==> config.mk <==
export PLATFORM = sky130hd
export DESIGN_NAME = telnet_option_negotiator_top_flat
export DESIGN_NICKNAME = d
export VERILOG_FILES = /design/src/hw/rtl/tno_pkg.sv /design/src/hw/rtl/tno_in_if.sv /design/src/hw/rtl/tno_out_if.sv /design/src/hw/rtl/tno_front.sv /design/src/hw/rtl/tno_queue.sv /design/src/hw/rtl/tno_back.sv /design/src/hw/rtl/telnet_option_negotiator_top.sv /design/src/flat_wrapper.sv
export SDC_FILE = /design/constraint.sdc
export NUM_CORES = 1
export LEC_CHECK = 0
export ABC_AREA = 1
export ABC_CLOCK_PERIOD_IN_PS = 7000
export BUFFER_PORTS_ARGS = -buffer_cell sky130_fd_sc_hd__buf_2
export CORE_MARGIN = 2
export CORE_UTILIZATION = 33
export DETAILED_ROUTE_END_ITERATION = 8
export GPL_ROUTABILITY_DRIVEN = 0
export PLACE_DENSITY = 0.49
export SYNTH_ARGS = -nofsm -noshare
export SYNTH_HDL_FRONTEND = slang
export SYNTH_SLANG_ARGS = --single-unit
export TNS_END_PERCENT = 30
==> constraint.sdc <==
create_clock -name clk -period 7 [get_ports clk]
set_clock_uncertainty 0.05 [all_clocks]
set_input_delay 0 -clock clk [delete_from_list [all_inputs] [get_ports clk]]
set_output_delay 0 -clock clk [all_outputs]
set_load 0.02 [all_outputs]
==> src/hw/rtl/tno_pkg.sv <==
// ----------------------------------------------------------------------------
// tno_pkg: shared types and constants of the telnet option negotiator
// Byte codes, command codes that pass from the front end to the emitter,
// and the reply byte tables.
// ----------------------------------------------------------------------------
package tno_pkg;

  localparam int NAME_BYTES_DEF = 32;
  localparam int StoreDepth     = 32;
  localparam int MemAddrW       = $clog2(StoreDepth);
  localparam int NameLenW       = $clog2(StoreDepth + 1);
  localparam int QueueDepth     = 2;

  localparam logic [7:0] IAC        = 8'hFF;
  localparam logic [7:0] DONT       = 8'hFE;
  localparam logic [7:0] DO         = 8'hFD;
  localparam logic [7:0] WONT       = 8'hFC;
  localparam logic [7:0] WILL       = 8'hFB;
  localparam logic [7:0] SB         = 8'hFA;
  localparam logic [7:0] SE         = 8'hF0;
  localparam logic [7:0] IP         = 8'hF4;
  localparam logic [7:0] BRK        = 8'hF3;
  localparam logic [7:0] OPT_BINARY = 8'h00;
  localparam logic [7:0] OPT_TTYPE  = 8'h18;
  localparam logic [7:0] TT_IS      = 8'h00;
  localparam logic [7:0] TT_SEND    = 8'h01;

  localparam logic [2:0] CMD_NONE     = 3'd0;
  localparam logic [2:0] CMD_DO_BIN   = 3'd1;
  localparam logic [2:0] CMD_WILL_BIN = 3'd2;
  localparam logic [2:0] CMD_DONT_BIN = 3'd3;
  localparam logic [2:0] CMD_WONT_BIN = 3'd4;
  localparam logic [2:0] CMD_TT_SEND  = 3'd5;
  localparam logic [2:0] CMD_NAME     = 3'd6;

  typedef struct packed {
    logic done;
    logic data_iac;
    logic brk;
    logic bin_in;
    logic bin_out;
  } status_t;

  typedef struct packed {
    logic [2:0]          code;
    logic [NameLenW-1:0] name_len;
    status_t             status;
  } cmd_t;

  typedef struct packed {
    logic                en;
    logic [MemAddrW-1:0] addr;
    logic [7:0]          data;
  } name_wr_t;

  function automatic logic [NameLenW-1:0] reply_len(input logic [2:0] code);
    logic [NameLenW-1:0] len;
    len = (code == CMD_TT_SEND) ? NameLenW'(6) : NameLenW'(3);
    return len;
  endfunction

  function automatic logic [7:0] reply_byte(input logic [2:0] code, input logic [2:0] idx);
    logic [7:0] verb;
    logic [7:0] b;
    unique case (code)
      CMD_DO_BIN:   verb = DO;
      CMD_WILL_BIN: verb = WILL;
      CMD_DONT_BIN: verb = DONT;
      CMD_WONT_BIN: verb = WONT;
      default:      verb = SB;
    endcase
    unique case (idx)
      3'd0:    b = IAC;
      3'd1:    b = verb;
      3'd2:    b = (code == CMD_TT_SEND) ? OPT_TTYPE : OPT_BINARY;
      3'd3:    b = TT_SEND;
      3'd4:    b = IAC;
      default: b = SE;
    endcase
    return b;
  endfunction

endpackage

==> src/hw/rtl/tno_in_if.sv <==
// ----------------------------------------------------------------------------
// tno_in_if: received byte channel
// One beat carries the next byte of a sequence that followed IAC.
// ----------------------------------------------------------------------------
interface tno_in_if;
  logic       valid;
  logic       ready;
  logic [7:0] rx_byte;

  modport source (output valid, output rx_byte, input ready);
  modport sink (input valid, input rx_byte, output ready);
endinterface

==> src/hw/rtl/tno_out_if.sv <==
// ----------------------------------------------------------------------------
// tno_out_if: result channel
// One beat carries a reply byte, a name byte or a bare status result.
// ----------------------------------------------------------------------------
interface tno_out_if;
  logic       valid;
  logic       ready;
  logic       tx_valid;
  logic [7:0] tx_byte;
  logic       name_valid;
  logic [7:0] name_byte;
  logic       last;
  logic       done_res;
  logic       data_iac;
  logic       break_event;
  logic       binary_in;
  logic       binary_out;

  modport source (
    output valid, output tx_valid, output tx_byte, output name_valid, output name_byte,
    output last, output done_res, output data_iac, output break_event,
    output binary_in, output binary_out, input ready
  );
  modport sink (
    input valid, input tx_valid, input tx_byte, input name_valid, input name_byte,
    input last, input done_res, input data_iac, input break_event,
    input binary_in, input binary_out, output ready
  );
endinterface

==> src/hw/rtl/tno_front.sv <==
// ----------------------------------------------------------------------------
// tno_front: command parser
// Accepts bytes, tracks phase, modes and subnegotiation, writes name
// bytes and pushes one command per byte toward the emitter.
// ----------------------------------------------------------------------------
module tno_front
  import tno_pkg::*;
#(
  parameter int NAME_BYTES = NAME_BYTES_DEF
) (
  input  logic     clk,
  input  logic     rst_n,
  tno_in_if.sink   in_ch,
  input  logic     q_full,
  output logic     q_push,
  output cmd_t     q_cmd,
  output name_wr_t name_wr
);

  localparam int NameCap = (NAME_BYTES < StoreDepth) ? NAME_BYTES : StoreDepth;
  localparam logic [5:0] NameCapV = 6'(NameCap);

  localparam logic [2:0] PH_CMD  = 3'd0;
  localparam logic [2:0] PH_WILL = 3'd1;
  localparam logic [2:0] PH_DO   = 3'd2;
  localparam logic [2:0] PH_WONT = 3'd3;
  localparam logic [2:0] PH_DONT = 3'd4;
  localparam logic [2:0] PH_SUB  = 3'd5;

  logic [2:0]          phase_r, phase_nxt;
  logic                prev_iac_r, prev_iac_nxt;
  logic [5:0]          sub_count_r, sub_count_nxt;
  logic [7:0]          sub_first_r, sub_first_nxt;
  logic [7:0]          sub_second_r, sub_second_nxt;
  logic [5:0]          pending_r, pending_nxt;
  logic                nul_seen_r, nul_seen_nxt;
  logic [5:0]          clean_len_r, clean_len_nxt;
  logic                name_set_r, name_set_nxt;
  logic                mode_in_r, mode_in_nxt;
  logic                mode_out_r, mode_out_nxt;

  logic                fire;
  logic [7:0]          b;
  logic [5:0]          store_pos;
  logic                iac_stored;
  logic [5:0]          cap_len;
  logic                cap_ok;

  assign in_ch.ready = !q_full;
  assign fire        = in_ch.valid && !q_full;
  assign b           = in_ch.rx_byte;
  assign q_push      = fire;

  assign store_pos  = sub_count_r - 6'd2;
  assign iac_stored = (sub_count_r >= 6'd3) && (pending_r != 6'd0) &&
                      (pending_r == store_pos);
  assign cap_len    = nul_seen_r ? clean_len_r : (pending_r - {5'd0, iac_stored});
  assign cap_ok     = !name_set_r && (sub_count_r >= 6'd3) && (sub_first_r == OPT_TTYPE) &&
                      (sub_second_r == TT_IS);

  always_comb begin
    phase_nxt      = phase_r;
    prev_iac_nxt   = prev_iac_r;
    sub_count_nxt  = sub_count_r;
    sub_first_nxt  = sub_first_r;
    sub_second_nxt = sub_second_r;
    pending_nxt    = pending_r;
    nul_seen_nxt   = nul_seen_r;
    clean_len_nxt  = clean_len_r;
    name_set_nxt   = name_set_r;
    mode_in_nxt    = mode_in_r;
    mode_out_nxt   = mode_out_r;
    q_cmd          = '0;
    q_cmd.code     = CMD_NONE;
    name_wr        = '0;
    name_wr.data   = b;
    if (fire) begin
      unique case (phase_r)
        PH_WILL, PH_DO, PH_WONT, PH_DONT: begin
          if (b == OPT_BINARY) begin
            unique case (phase_r)
              PH_WILL: begin
                mode_in_nxt = 1'b1;
                q_cmd.code  = CMD_DO_BIN;
              end
              PH_DO: begin
                mode_out_nxt = 1'b1;
                q_cmd.code   = CMD_WILL_BIN;
              end
              PH_WONT: begin
                mode_in_nxt = 1'b0;
                q_cmd.code  = CMD_DONT_BIN;
              end
              default: begin
                mode_out_nxt = 1'b0;
                q_cmd.code   = CMD_WONT_BIN;
              end
            endcase
          end else if (b == OPT_TTYPE && phase_r == PH_WILL) begin
            q_cmd.code = CMD_TT_SEND;
          end
          q_cmd.status.done = 1'b1;
          phase_nxt         = PH_CMD;
        end
        PH_SUB: begin
          if (prev_iac_r && b == SE) begin
            if (cap_ok) begin
              pending_nxt = cap_len;
              if (cap_len != 6'd0) begin
                name_set_nxt   = 1'b1;
                q_cmd.code     = CMD_NAME;
                q_cmd.name_len = NameLenW'(cap_len);
              end
            end else if (!name_set_r) begin
              pending_nxt = 6'd0;
            end
            q_cmd.status.done = 1'b1;
            phase_nxt         = PH_CMD;
            prev_iac_nxt      = 1'b0;
          end else begin
            if (sub_count_r == 6'd0) begin
              sub_first_nxt = b;
            end else if (sub_count_r == 6'd1) begin
              sub_second_nxt = b;
            end else if (!name_set_r && store_pos < NameCapV) begin
              name_wr.en   = 1'b1;
              name_wr.addr = store_pos[MemAddrW-1:0];
              pending_nxt  = sub_count_r - 6'd1;
              if (!nul_seen_r && b == 8'h00) begin
                nul_seen_nxt  = 1'b1;
                clean_len_nxt = store_pos;
              end
            end
            if (sub_count_r != 6'd63) begin
              sub_count_nxt = sub_count_r + 6'd1;
            end
            prev_iac_nxt = (b == IAC);
          end
        end
        default: begin
          phase_nxt = PH_CMD;
          priority case (b)
            IAC: begin
              q_cmd.status.data_iac = 1'b1;
              q_cmd.status.done     = 1'b1;
            end
            IP, BRK: begin
              q_cmd.status.brk  = 1'b1;
              q_cmd.status.done = 1'b1;
            end
            WILL: phase_nxt = PH_WILL;
            DO:   phase_nxt = PH_DO;
            WONT: phase_nxt = PH_WONT;
            DONT: phase_nxt = PH_DONT;
            SB: begin
              phase_nxt      = PH_SUB;
              sub_count_nxt  = 6'd0;
              prev_iac_nxt   = 1'b0;
              sub_first_nxt  = 8'h00;
              sub_second_nxt = 8'h00;
              nul_seen_nxt   = 1'b0;
              clean_len_nxt  = 6'd0;
              if (!name_set_r) begin
                pending_nxt = 6'd0;
              end
            end
            default: q_cmd.status.done = 1'b1;
          endcase
        end
      endcase
    end
    q_cmd.status.bin_in  = mode_in_nxt;
    q_cmd.status.bin_out = mode_out_nxt;
  end

  always_ff @(posedge clk) begin
    if (!rst_n) begin
      phase_r      <= PH_CMD;
      prev_iac_r   <= 1'b0;
      sub_count_r  <= 6'd0;
      sub_first_r  <= 8'h00;
      sub_second_r <= 8'h00;
      pending_r    <= 6'd0;
      nul_seen_r   <= 1'b0;
      clean_len_r  <= 6'd0;
      name_set_r   <= 1'b0;
      mode_in_r    <= 1'b0;
      mode_out_r   <= 1'b0;
    end else begin
      phase_r      <= phase_nxt;
      prev_iac_r   <= prev_iac_nxt;
      sub_count_r  <= sub_count_nxt;
      sub_first_r  <= sub_first_nxt;
      sub_second_r <= sub_second_nxt;
      pending_r    <= pending_nxt;
      nul_seen_r   <= nul_seen_nxt;
      clean_len_r  <= clean_len_nxt;
      name_set_r   <= name_set_nxt;
      mode_in_r    <= mode_in_nxt;
      mode_out_r   <= mode_out_nxt;
    end
  end

endmodule

==> src/hw/rtl/tno_queue.sv <==
// ----------------------------------------------------------------------------
// tno_queue: command queue
// Small FIFO between parser and emitter; head stays until popped.
// ----------------------------------------------------------------------------
module tno_queue
  import tno_pkg::*;
(
  input  logic clk,
  input  logic rst_n,
  input  logic push,
  input  cmd_t push_cmd,
  output logic full,
  output logic head_valid,
  output cmd_t head,
  input  logic pop
);

  localparam int PtrW = (QueueDepth > 1) ? $clog2(QueueDepth) : 1;
  localparam int CntW = $clog2(QueueDepth + 1);

  cmd_t            slot_r [QueueDepth];
  logic [PtrW-1:0] wr_ptr_r, rd_ptr_r;
  logic [CntW-1:0] count_r;
  logic            do_pop;

  assign full       = (count_r == CntW'(QueueDepth));
  assign head_valid = (count_r != '0);
  assign head       = slot_r[rd_ptr_r];
  assign do_pop     = pop && head_valid;

  always_ff @(posedge clk) begin
    if (push) begin
      slot_r[wr_ptr_r] <= push_cmd;
    end
  end

  always_ff @(posedge clk) begin
    if (!rst_n) begin
      wr_ptr_r <= '0;
      rd_ptr_r <= '0;
      count_r  <= '0;
    end else begin
      if (push) begin
        wr_ptr_r <= (wr_ptr_r == PtrW'(QueueDepth - 1)) ? '0 : wr_ptr_r + 1'b1;
      end
      if (do_pop) begin
        rd_ptr_r <= (rd_ptr_r == PtrW'(QueueDepth - 1)) ? '0 : rd_ptr_r + 1'b1;
      end
      if (push && !do_pop) begin
        count_r <= count_r + 1'b1;
      end else if (!push && do_pop) begin
        count_r <= count_r - 1'b1;
      end
    end
  end

endmodule

==> src/hw/rtl/tno_back.sv <==
// ----------------------------------------------------------------------------
// tno_back: result emitter
// Holds the name memory and expands each command into its beats: reply
// bytes from the tables, name bytes from memory, or one status beat.
// ----------------------------------------------------------------------------
module tno_back
  import tno_pkg::*;
#(
  parameter int NAME_BYTES = NAME_BYTES_DEF
) (
  input  logic      clk,
  input  logic      rst_n,
  input  name_wr_t  name_wr,
  input  logic      head_valid,
  input  cmd_t      head,
  output logic      pop,
  tno_out_if.source out_ch
);

  localparam int NameCap = (NAME_BYTES < StoreDepth) ? NAME_BYTES : StoreDepth;
  localparam int AddrW   = (NameCap > 1) ? $clog2(NameCap) : 1;

  logic [7:0]          name_mem [NameCap];
  logic [7:0]          rd_data_r;
  logic [NameLenW-1:0] beat_idx_r;
  logic                out_valid_r;
  logic                tx_valid_r;
  logic [7:0]          tx_byte_r;
  logic                name_valid_r;
  logic                last_r;
  status_t             status_r;

  logic [NameLenW-1:0] total;
  logic                is_reply;
  logic                is_name;
  logic                is_last;
  logic                issue;

  assign is_name  = (head.code == CMD_NAME);
  assign is_reply = (head.code != CMD_NAME) && (head.code != CMD_NONE);

  always_comb begin
    priority if (is_name) begin
      total = head.name_len;
    end else if (is_reply) begin
      total = reply_len(head.code);
    end else begin
      total = NameLenW'(1);
    end
  end

  assign is_last = (beat_idx_r == total - 1'b1);
  assign issue   = head_valid && (!out_valid_r || out_ch.ready);
  assign pop     = issue && is_last;

  always_ff @(posedge clk) begin
    if (name_wr.en) begin
      name_mem[name_wr.addr[AddrW-1:0]] <= name_wr.data;
    end
    if (issue && is_name) begin
      rd_data_r <= name_mem[beat_idx_r[AddrW-1:0]];
    end
  end

  always_ff @(posedge clk) begin
    if (!rst_n) begin
      out_valid_r <= 1'b0;
      beat_idx_r  <= '0;
    end else begin
      if (issue) begin
        out_valid_r <= 1'b1;
        beat_idx_r  <= is_last ? '0 : beat_idx_r + 1'b1;
      end else if (out_ch.ready) begin
        out_valid_r <= 1'b0;
      end
    end
  end

  always_ff @(posedge clk) begin
    if (issue) begin
      tx_valid_r   <= is_reply;
      tx_byte_r    <= is_reply ? reply_byte(head.code, beat_idx_r[2:0]) : 8'h00;
      name_valid_r <= is_name;
      last_r       <= is_last;
      status_r     <= head.status;
    end
  end

  assign out_ch.valid       = out_valid_r;
  assign out_ch.tx_valid    = tx_valid_r;
  assign out_ch.tx_byte     = tx_byte_r;
  assign out_ch.name_valid  = name_valid_r;
  assign out_ch.name_byte   = name_valid_r ? rd_data_r : 8'h00;
  assign out_ch.last        = last_r;
  assign out_ch.done_res    = status_r.done;
  assign out_ch.data_iac    = status_r.data_iac;
  assign out_ch.break_event = status_r.brk;
  assign out_ch.binary_in   = status_r.bin_in;
  assign out_ch.binary_out  = status_r.bin_out;

endmodule

==> src/hw/rtl/telnet_option_negotiator_top.sv <==
// A byte's first result beat passes the command queue and the output register.
// Throughput: one byte per cycle into a two-entry command queue unless full;
// the emitter gives one beat per cycle unless held by out_ch.ready: 1, 3 or 6
// beats per byte, or one per name character (up to NAME_BYTES, at most 32).
// Reset: synchronous active-low, clears phase, modes and queue; name memory
// is not cleared and needs no clearing pass.
// ----------------------------------------------------------------------------
// telnet_option_negotiator_top: telnet option negotiator
// Parser front end, command queue and result emitter.
// ----------------------------------------------------------------------------
module telnet_option_negotiator_top
  import tno_pkg::*;
#(
  parameter int NAME_BYTES = NAME_BYTES_DEF
) (
  input  logic      clk,
  input  logic      rst_n,
  tno_in_if.sink    in_ch,
  tno_out_if.source out_ch
);

  logic     q_full;
  logic     q_push;
  cmd_t     q_cmd;
  name_wr_t name_wr;
  logic     head_valid;
  cmd_t     head;
  logic     pop;

  tno_front #(.NAME_BYTES(NAME_BYTES)) u_front (
    .clk     (clk),
    .rst_n   (rst_n),
    .in_ch   (in_ch),
    .q_full  (q_full),
    .q_push  (q_push),
    .q_cmd   (q_cmd),
    .name_wr (name_wr)
  );

  tno_queue u_queue (
    .clk        (clk),
    .rst_n      (rst_n),
    .push       (q_push),
    .push_cmd   (q_cmd),
    .full       (q_full),
    .head_valid (head_valid),
    .head       (head),
    .pop        (pop)
  );

  tno_back #(.NAME_BYTES(NAME_BYTES)) u_back (
    .clk        (clk),
    .rst_n      (rst_n),
    .name_wr    (name_wr),
    .head_valid (head_valid),
    .head       (head),
    .pop        (pop),
    .out_ch     (out_ch)
  );

endmodule

==> src/flat_wrapper.sv <==
// flat-port wrapper written by rule: the top's interface ports become plain ports
module telnet_option_negotiator_top_flat import tno_pkg::*;
#(
  parameter int NAME_BYTES = NAME_BYTES_DEF
)
  (clk, rst_n, in_ch_valid, in_ch_rx_byte, in_ch_ready, out_ch_valid, out_ch_tx_valid, out_ch_tx_byte, out_ch_name_valid, out_ch_name_byte, out_ch_last, out_ch_done_res, out_ch_data_iac, out_ch_break_event, out_ch_binary_in, out_ch_binary_out, out_ch_ready);
  tno_in_if in_ch_i ();
  tno_out_if out_ch_i ();
  input  logic clk;
  input  logic rst_n;
  input wire logic [$bits(in_ch_i.valid)-1:0] in_ch_valid;
  input wire logic [$bits(in_ch_i.rx_byte)-1:0] in_ch_rx_byte;
  output wire logic [$bits(in_ch_i.ready)-1:0] in_ch_ready;
  output wire logic [$bits(out_ch_i.valid)-1:0] out_ch_valid;
  output wire logic [$bits(out_ch_i.tx_valid)-1:0] out_ch_tx_valid;
  output wire logic [$bits(out_ch_i.tx_byte)-1:0] out_ch_tx_byte;
  output wire logic [$bits(out_ch_i.name_valid)-1:0] out_ch_name_valid;
  output wire logic [$bits(out_ch_i.name_byte)-1:0] out_ch_name_byte;
  output wire logic [$bits(out_ch_i.last)-1:0] out_ch_last;
  output wire logic [$bits(out_ch_i.done_res)-1:0] out_ch_done_res;
  output wire logic [$bits(out_ch_i.data_iac)-1:0] out_ch_data_iac;
  output wire logic [$bits(out_ch_i.break_event)-1:0] out_ch_break_event;
  output wire logic [$bits(out_ch_i.binary_in)-1:0] out_ch_binary_in;
  output wire logic [$bits(out_ch_i.binary_out)-1:0] out_ch_binary_out;
  input wire logic [$bits(out_ch_i.ready)-1:0] out_ch_ready;
  assign in_ch_i.valid = in_ch_valid;
  assign in_ch_i.rx_byte = in_ch_rx_byte;
  assign in_ch_ready = in_ch_i.ready;
  assign out_ch_valid = out_ch_i.valid;
  assign out_ch_tx_valid = out_ch_i.tx_valid;
  assign out_ch_tx_byte = out_ch_i.tx_byte;
  assign out_ch_name_valid = out_ch_i.name_valid;
  assign out_ch_name_byte = out_ch_i.name_byte;
  assign out_ch_last = out_ch_i.last;
  assign out_ch_done_res = out_ch_i.done_res;
  assign out_ch_data_iac = out_ch_i.data_iac;
  assign out_ch_break_event = out_ch_i.break_event;
  assign out_ch_binary_in = out_ch_i.binary_in;
  assign out_ch_binary_out = out_ch_i.binary_out;
  assign out_ch_i.ready = out_ch_ready;
  telnet_option_negotiator_top #(.NAME_BYTES(NAME_BYTES)) u_core (.clk(clk), .rst_n(rst_n), .in_ch(in_ch_i), .out_ch(out_ch_i));
endmodule
==> metrics.md <==
| Metric | Value |
|---|---|
| Status | complete, no violations |
| Clock share of power | 32.2% |
| Routed Antenna Nets | 0 |
| Crit path to | u_core.u_queue.slot_r[1][12]$_DFFE_PP_ |
| Worst R2R End | u_core.u_queue.slot_r[1][12]$_DFFE_PP_ |
| Clk root buf | clkbuf_16 |
| Top_reg_cell synth | edfxtp_1 |
| DRC errors left | 0 |
| Clock latency on the worst-skew pair | 0.54 ns |
| Post-synthesis instance total | 1477 |
| Via Count | 10.91k |
| Syn nets | 1505 |
| Ant diodes | 0 |
| Initial drt markers | 862 |
| Num rows | 80 |
| Core area | 47450 um^2 |
| R2R setup slack | 3.13 ns |
| RSZ-0062 raised after global routing | no |
| Peak supply drop | 0.1455 mV |
| Largest net degree at the start of global routing | 88 |
| CP startpoint kind | flop |
| Fmax | 0.2582 GHz |
| Cts repair resizes | 0 |
| CP required | 7.21 ns |
| R2R Path Start | u_core.u_front.sub_count_r[1]$_SDFFE_PN0P_ |
| Fin. Hold Viols | 0 |
| Tightest Pin Transition | 1.011 ns |
| Clk buf depth | 3 |
| Sequential share of power | 42.8% |
| Final worst-path cycle share | 55.32% |
| Leakage | 0.006199 uW |
| TritonRoute pass-1 iters | 5 |
| Max stage delay on crit path | 0.47 ns |
| Synthesis Warnings | 0 |
| Critical-path maximum fanout | 10 |
| I/O Buffers | 37 |
| Clock-pin slew on the worst setup and hold paths | 0.06 ns |
| Post-CTS Hold Buffers | 6 |
| Die Width | 222.7 um |
| Worst setup EP type | flop |
| Vert. Die Dim | 222.7 um |
| CTS tree | yes |
| Gr usage total | 16.76% |
| TNS Setup | 0 ns |
| Slowest cell on the critical path | dfxtp_1 |
| Yosys cell types | 49 |
| Sw Share | 33.43% |
| Pwr Total | 5941 uW |
| Final count of negative-setup-slack endpoints | 0 |
| Postcts setup bufs | 0 |
| Area growth syn-to-layout | 12.58% |
| Max-cap violation count | 0 |
| Drt wl/cell | 19.52 um |
| Max_slew headroom | 32.35% |
| Sinks on Clock Net | 360 |
| Ys async rst share | 0% |
| First-pass GRT wire length | 63.54 mm |
| Logic gate share of total power | 25.0% |
| Vias in the first global route | 10.49k |
| Syn_area_per_cell | 10.68 um^2 |
| Psw | 1986 uW |
| DP Wirelength | 26.68 mm |
| Crit-path leading delay family | compound AO/OA/AOI/OAI gates |
| CP bufs+invs | 1 |
| Cells on worst reg2reg path | 16 |
| Crit-path cells | inv_1, ha_1, xor2_1, nand3_1, a2111oi_0, o211ai_1, nor2_1, ha_1, ha_1, nand2_1, o21ai_0, nand3_1, o21ai_0, nand3_1, o211ai_1, o31ai_1 |
| Drt total wl | 41.90 mm |
| Tmin final | 3.873 ns |
| Worst hold path type | in -> reg |
| Full die area | 49580 um^2 |
| Fin. max-slew vios | 0 |
| Grt ovf | 0 |
| Cell area power density | 334.4 nW/um^2 |
| Synthesized flop and latch total | 360 |
| Internal | 3955 uW |
| H-Tree Depth | 2 |
| CP Class | reg -> reg |
| Setup crit start | u_core.u_front.sub_count_r[1]$_SDFFE_PN0P_ |
| Levels on crit path | 16 |
| TritonCTS Buffers | 39 |
| Crit path arrival time | 4.09 ns |
| Io pins | 38 |
| Synth Cell Area | 15780 um^2 |
| Fin nets | 1536 |
| Initial antenna violation count | 1 |
| Vias per cell | 5.082 |
| EDFF count, synth | 306 |
| Layout cells sized above 1 | 11.29% |
| Sequential-to-total area share from yosys stat | 65.09% |
| Initial Util | 33.26% |
worst reg2reg max path, cell delays in order, from the launching register on:
cell and delay [ns]:
dfxtp_1 0.47, inv_1 0.22, ha_1 0.45, xor2_1 0.17, nand3_1 0.08, a2111oi_0 0.44
o211ai_1 0.16, nor2_1 0.14, ha_1 0.21, ha_1 0.20, nand2_1 0.07, o21ai_0 0.15
nand3_1 0.08, o21ai_0 0.16, nand3_1 0.12, o211ai_1 0.28, o31ai_1 0.15
Yosys cell counts, types with 2 or more instances:
cell type,number,share of area (%)
nand2_1,190,4.5
xnor2_1,4,0.22
buf_1,4,0.095
nor2_4,8,0.57
edfxtp_1,306,58
nand4_1,23,0.91
or2_2,3,0.12
nand3_4,2,0.22
buf_4,5,0.24
buf_6,3,0.21
clkinv_1,2,0.048
ha_1,16,1.3
buf_2,8,0.25
a31oi_1,9,0.36
o211ai_1,10,0.48
nand3_2,3,0.19
clkbuf_1,50,1.2
nor3_2,2,0.13
o21ai_0,172,5.5
dfxtp_1,54,6.9
nand3_1,58,1.8
nor2_2,9,0.36
a21oi_2,2,0.11
nand2_2,15,0.59
nand2_4,3,0.21
a21oi_1,48,1.5
nor3_1,10,0.32
o221ai_1,25,1.4
xor2_1,10,0.56
o21ai_1,3,0.095
inv_1,104,2.5
o31ai_1,4,0.19
o22ai_1,40,1.6
inv_2,10,0.24
a211oi_1,4,0.19
nand4_2,3,0.24
nor4_1,3,0.12
nor2_1,241,5.7
stage by stage:
| step | area [um^2] | hold slack, ns | std cells | utilization, % | worst slack [ns] |
|---|---|---|---|---|---|
| finish | 17760 | 0.02044 | 2147 | 37.44 | 3.127 |
| detailed placement | 16550 | 0.2912 | 2076 | 34.89 | 3.228 |
| global placement | 16550 | 0.2879 | 2076 | 34.89 | 3.251 |
| CTS | 17760 | 0.001128 | 2147 | 37.44 | 3.199 |
| floorplan | 15780 | 0.04887 | 1477 | - | 3.762 |
| global route | 17760 | 0.02135 | 2147 | 37.44 | 2.699 |
cell families (layout without fill, tap and decap cells):
family	count (synthesis)	after routing	synth area share (%)
buf+inv	187	242	4.821
simple gates	575	575	16.15
mux	1	1	0.06344
xor+xnor	15	15	0.8802
flops	360	360	65.09
fa+ha+maj	16	16	1.269
compound gates	323	323	11.73
placed cells by master (no fill, tap or decap), types with 15 or more instances in the layout:
| master | Yosys | layout |
|---|---|---|
| nor2_1 | 241 | 241 |
| buf_2 | 8 | 37 |
| nand3_1 | 58 | 58 |
| buf_4 | 5 | 17 |
| o22ai_1 | 40 | 40 |
| o21ai_0 | 172 | 172 |
| a21oi_1 | 48 | 48 |
| nand2_1 | 190 | 190 |
| dfxtp_1 | 54 | 52 |
| edfxtp_1 | 306 | 306 |
| clkbuf_16 | 0 | 39 |
| o221ai_1 | 25 | 25 |
| nand2_2 | 15 | 15 |
| nand4_1 | 23 | 23 |
| ha_1 | 16 | 16 |
| inv_1 | 104 | 103 |
sequential cells by signal, indices dropped and copies added (netlist names), 2 cells and up, named ones only:
signal / flops
u_core.u_back.beat_idx_r: 6
u_core.u_back.name_mem: 256
u_core.u_back.out_ch.tx_byte: 6
u_core.u_back.rd_data_r: 8
u_core.u_front.clean_len_r: 6
u_core.u_front.pending_r: 6
u_core.u_front.phase_r: 3
u_core.u_front.sub_count_r: 6
u_core.u_front.sub_first_r: 8
u_core.u_front.sub_second_r: 8
u_core.u_queue.count_r: 2
u_core.u_queue.slot_r: 28
power by group through the flow:
stage | Clock [uW] | Sequential (uW) | Combinational, uW
after global placement | 0 | 2590 | 1490
after CTS | 1960 | 2550 | 1500
final | 1910 | 2540 | 1480
after global routing | 2040 | 2560 | 1650
after detailed placement | 0 | 2590 | 1490
after floorplan | 0 | 2590 | 994
routing by layer:
metal,global-route usage [%],share of wire [%]
met1,23.54,47
met2,26.58,46
met3,2.473,5.0
met4,5.607,2.7
met5,0,0.031
layout make-up:
class	instances	area (um^2)
Tap cell	615	769.5
Sequential cell	360	10270
Multi-Input combinational cell	930	4748
Clock inverter	20	152.6
Fill cell	4672	29680
Inverter	117	447.9
Timing Repair Buffer	60	372.9
Clock buffer	45	998.5
how the worst min path moves through the flow:
stage / to / start / slack, ns / cells after the start
final: u_core.u_back.name_mem[18][2]$_DFFE_PP_ / in_ch_rx_byte[2] / 0.02 / 2
after detailed placement: u_core.u_back.out_ch.valid$_SDFFE_PN0P_ / out_ch_ready / 0.29 / 4
after CTS: u_core.u_back.name_mem[18][2]$_DFFE_PP_ / in_ch_rx_byte[2] / 0.001 / 2
after floorplan: u_core.u_back.name_mem[0][0]$_DFFE_PP_ / in_ch_rx_byte[0] / 0.05 / 0
after global routing: u_core.u_back.name_mem[23][2]$_DFFE_PP_ / in_ch_rx_byte[2] / 0.02 / 2
after global placement: u_core.u_back.out_ch.valid$_SDFFE_PN0P_ / out_ch_ready / 0.29 / 4
Note: power is estimated with default switching activity, not from simulation.
